$ cat config.mk
export PLATFORM = sky130hd
export DESIGN_NAME = ktw_map_ram
export DESIGN_NICKNAME = d
export VERILOG_FILES = /design/src/sv/ktw_map_ram.sv
export SDC_FILE = /design/constraint.sdc
export NUM_CORES = 1
export LEC_CHECK = 0
export ABC_CLOCK_PERIOD_IN_PS = 2930
export CORE_MARGIN = 2
export CORE_UTILIZATION = 30
export CTS_CLUSTER_DIAMETER = 30
export DETAILED_ROUTE_END_ITERATION = 16
export DONT_BUFFER_PORTS = 1
export GPL_TIMING_DRIVEN = 0
export SLEW_MARGIN = 0
export SYNTH_ARGS = -nofsm -noshare
export SYNTH_HDL_FRONTEND = slang
export SYNTH_SLANG_ARGS = --single-unit
$ cat constraint.sdc
create_clock -name clk -period 2.93 [get_ports clk]
set_input_delay 0.293 -clock clk [delete_from_list [all_inputs] [get_ports clk]]
set_output_delay 0.293 -clock clk [all_outputs]
set_load 0.05 [all_outputs]
$ cat src/sv/ktw_map_ram.sv
// Visited map: one row of the board per entry, one write and one read port,
// registered read data. Depends on nothing else.
module ktw_map_ram #(
  parameter int Depth = 16,
  parameter int Width = 16
) (
  input  logic                     clk,
  input  logic                     we,
  input  logic [$clog2(Depth)-1:0] waddr,
  input  logic [Width-1:0]         wdata,
  input  logic [$clog2(Depth)-1:0] raddr,
  output logic [Width-1:0]         rdata
);

  logic [Width-1:0] mem [Depth];

  // write port
  always_ff @(posedge clk) begin
    if (we) begin
      mem[waddr] <= wdata;
    end
  end

  // read port, registered
  always_ff @(posedge clk) begin
    rdata <= mem[raddr];
  end

endmodule

==> impl_results.md <==
* Initial core utilization at 30.2%
* RR Startpoint: mem[1][10]
* WHS Path Cells at 1
* Fmax achieved at 0.591 GHz
* WHS Endpoint: mem[8][10]
* Root Buffer: clkbuf_16
* Non-Filler Instances at 1,001
* Flops & latches, synth at 272
* H-Tree Depth at 2
* Leakage power total at 4.11 nW
* Placed cell count at 897
* Setup violators final at 0
* Crit path kind: in2reg
* Share of cells above drive strength 1 at 30.0%
* IO Pins at 42
* Crit path DAT at 1920 ps
* Die Y at 187 um
* Vias per cell at 4.80
* Synth top area share at 76.5%
* First-pass GRT wire length at 32,800 um
* # resized after CTS at 0
* Filler cell count at 2,975
* Die Span X at 187 um
* Min-Delay Startpoint: waddr[0]
* Slowest stage delay, CP at 830 ps
* Fin util at 38.2%
* Leading area contributor after synthesis: edfxtp_1
* Worst-path clk slew at 50 ps
* Via count at 4,805
* GPL Wtd Cong at 0.719
* Clock net sink count at 272
* Critical-path top delay cell: nor3_2
* Layout Skew at 7.87 ps
* Max Root-Sink Buffers at 3
* CTS Buf Count at 46
* Final nets at 541
* Worst-path cell chain: or3b_2, nor3_2, buf_8
* CTS tree: built
* DP Wirelength at 14,700 um
* DRT Wirelength at 22,600 um
* WL/cell at 22.6 um
* Final Slew Violations at 0
* CP startpoint kind: input pin
* R2r endpoint: rdata[10]
* Core ar. at 33,300 um^2
* Setup TNS at 0 ps
* Outcome: finished, final reports clean
* R2R depth at 3
* Maximum vdd drop at 376 uV
* Cells after synthesis at 432
* Total power at 10.4 mW
* Slew @ Worst Pin at 1080 ps
* Slew margin rel. at 27.8%
* Ys Warns at 0
* Initial antenna violation count at 0
* Final hold slack at 88.7 ps
* Fin. Hold Viols at 0
* IO Port Bufs at 0
* Final worst-path cycle share at 57.7%
* Vias in the first global route at 5,179
* # DRC at 0
* Area grow syn2layout at 26.4%
* Die area at 35,000 um^2
* Setup repair after global routing missed its margin: false
* Main area contributors after synthesis: edfxtp_1, mux4_2, dfxtp_1
* Clock period minus worst slack at 1690 ps
* Syn Nets at 458
* Initial DRC count at 506
* Max-cap check violation count at 0
* Worst setup EP type: flip-flop
* GR Util All Layers at 13.0%
* Post-Syn Area at 10,000 um^2
* Worst reg-to-reg setup slack at 1500 ps
* Sequential fraction of the synthesis area at 79.7%
* Final ANT Viol Nets at 0
* # diodes at 0
* Largest net degree at the start of global routing at 17
* CP Max Fanout at 9
* Grt ovf at 0
* Site row count at 67
* Tightest Hold Check Type: in2reg
* Power per cell area at 816 nW/um^2
* Syn avg cell area at 23.2 um^2
* Worst-skew pair later-pin latency at 520 ps
* Post-CTS Setup Inserts at 0
* Initial DRT Pass Iterations at 5
* Count of cell types in the netlist at 19
* WP data required at 3150 ps
-- how the worst max path moves through the flow --
stage / slack [ps] / end / cells past startpoint / start
after floorplan: 580 / mem[0][0] / 2 / waddr[2]
after global placement: -710 / mem[0][15] / 2 / waddr[2]
after detailed placement: 640 / mem[0][15] / 3 / waddr[2]
after CTS: 1190 / mem[0][14] / 3 / waddr[2]
after global routing: 1160 / mem[0][14] / 3 / waddr[2]
final: 1240 / mem[0][0] / 3 / waddr[2]
-- power breakdown --
part / total, mW / leakage, nW / switching, mW / internal, mW
Sequential: 4.48 / 2.45 / 0.122 / 4.36
Combinational: 0.374 / 0.880 / 0.217 / 0.157
Clock: 5.50 / 0.787 / 1.69 / 3.82
Total: 10.4 / 4.11 / 2.03 / 8.34
-- kinds of logic (layout without fill, tap and decap cells) --
group / after synthesis / in the layout / synth area share [%]
flip-flops: 272 / 272 / 79.7
AO/OA/AOI/OAI: 32 / 32 / 2.39
buffers and inverters: 21 / 142 / 1.23
multiplexers: 64 / 64 / 14.7
AND/OR/NAND/NOR: 43 / 43 / 1.92
-- layer usage --
metal | vias to the layer above | track usage, % | part of all wire (%)
met2 | 209 | 20.4 | 47
li1 | 2024 | - | -
met4 | 0 | 3.54 | 1.7
met5 | - | 0 | 0
met3 | 33 | 4.60 | 8.3
met1 | 2539 | 17.1 | 43
-- cell type report --
class                      instances  area [um^2]  area share [%]
timing repair buffer              35          420            3.31
clock inverter                    26          355            2.80
multi-input combinational        139         1960            15.5
clock buffer                      60         1270            9.98
tap                              448          561            4.41
buffer                            21          124           0.976
sequential                       272         8010            63.1
-- per-stage QoR --
| stage | instance area, um^2 | setup WS, ps |
|---|---|---|
| detailed placement | 10900 | 643 |
| CTS | 12700 | 1190 |
| global placement | 10600 | -711 |
| finish | 12700 | 1240 |
| global route | 12700 | 1160 |
| floorplan | 10000 | 582 |
-- flip-flops by register name, indices dropped and copies added (netlist names) --
register and count:
mem 256, rdata 16
-- cell usage after synthesis --
| master | number |
|---|---|
| nand3_1 | 1 |
| nor2b_1 | 2 |
| nand2b_1 | 2 |
| nand2_1 | 17 |
| or3b_2 | 1 |
| edfxtp_1 | 256 |
| mux4_2 | 54 |
| mux4_1 | 10 |
| a22oi_1 | 32 |
| buf_6 | 4 |
| clkbuf_1 | 8 |
| buf_4 | 3 |
| buf_2 | 3 |
| buf_1 | 3 |
| and2_1 | 1 |
| nor3_1 | 4 |
| dfxtp_1 | 16 |
| nand3b_1 | 2 |
| nor2_1 | 13 |
-- what timing repair did --
item,in CTS,in global routing
hold buffers,18,0
endpoints found under the hold margin,258,0
endpoints found under the setup margin,0,0
-- critical path: cells and delay by family --
kind | cells | cell delay [ps]
buf+inv | 1 | 250
simple gates | 2 | 1360
-- placed cells by master, fill, tap and decap left out, types with 9 or more instances in the layout --
cell and count:
dfxtp_1 16, mux4_2 54, mux4_1 10, edfxtp_1 256, buf_8 14, bufinv_16 9
a22oi_1 32, clkbuf_16 49, dlygate4sd3_1 18, nor2_2 12, clkbuf_1 19, nand2_1 17
(Power assumes the default switching activity.)
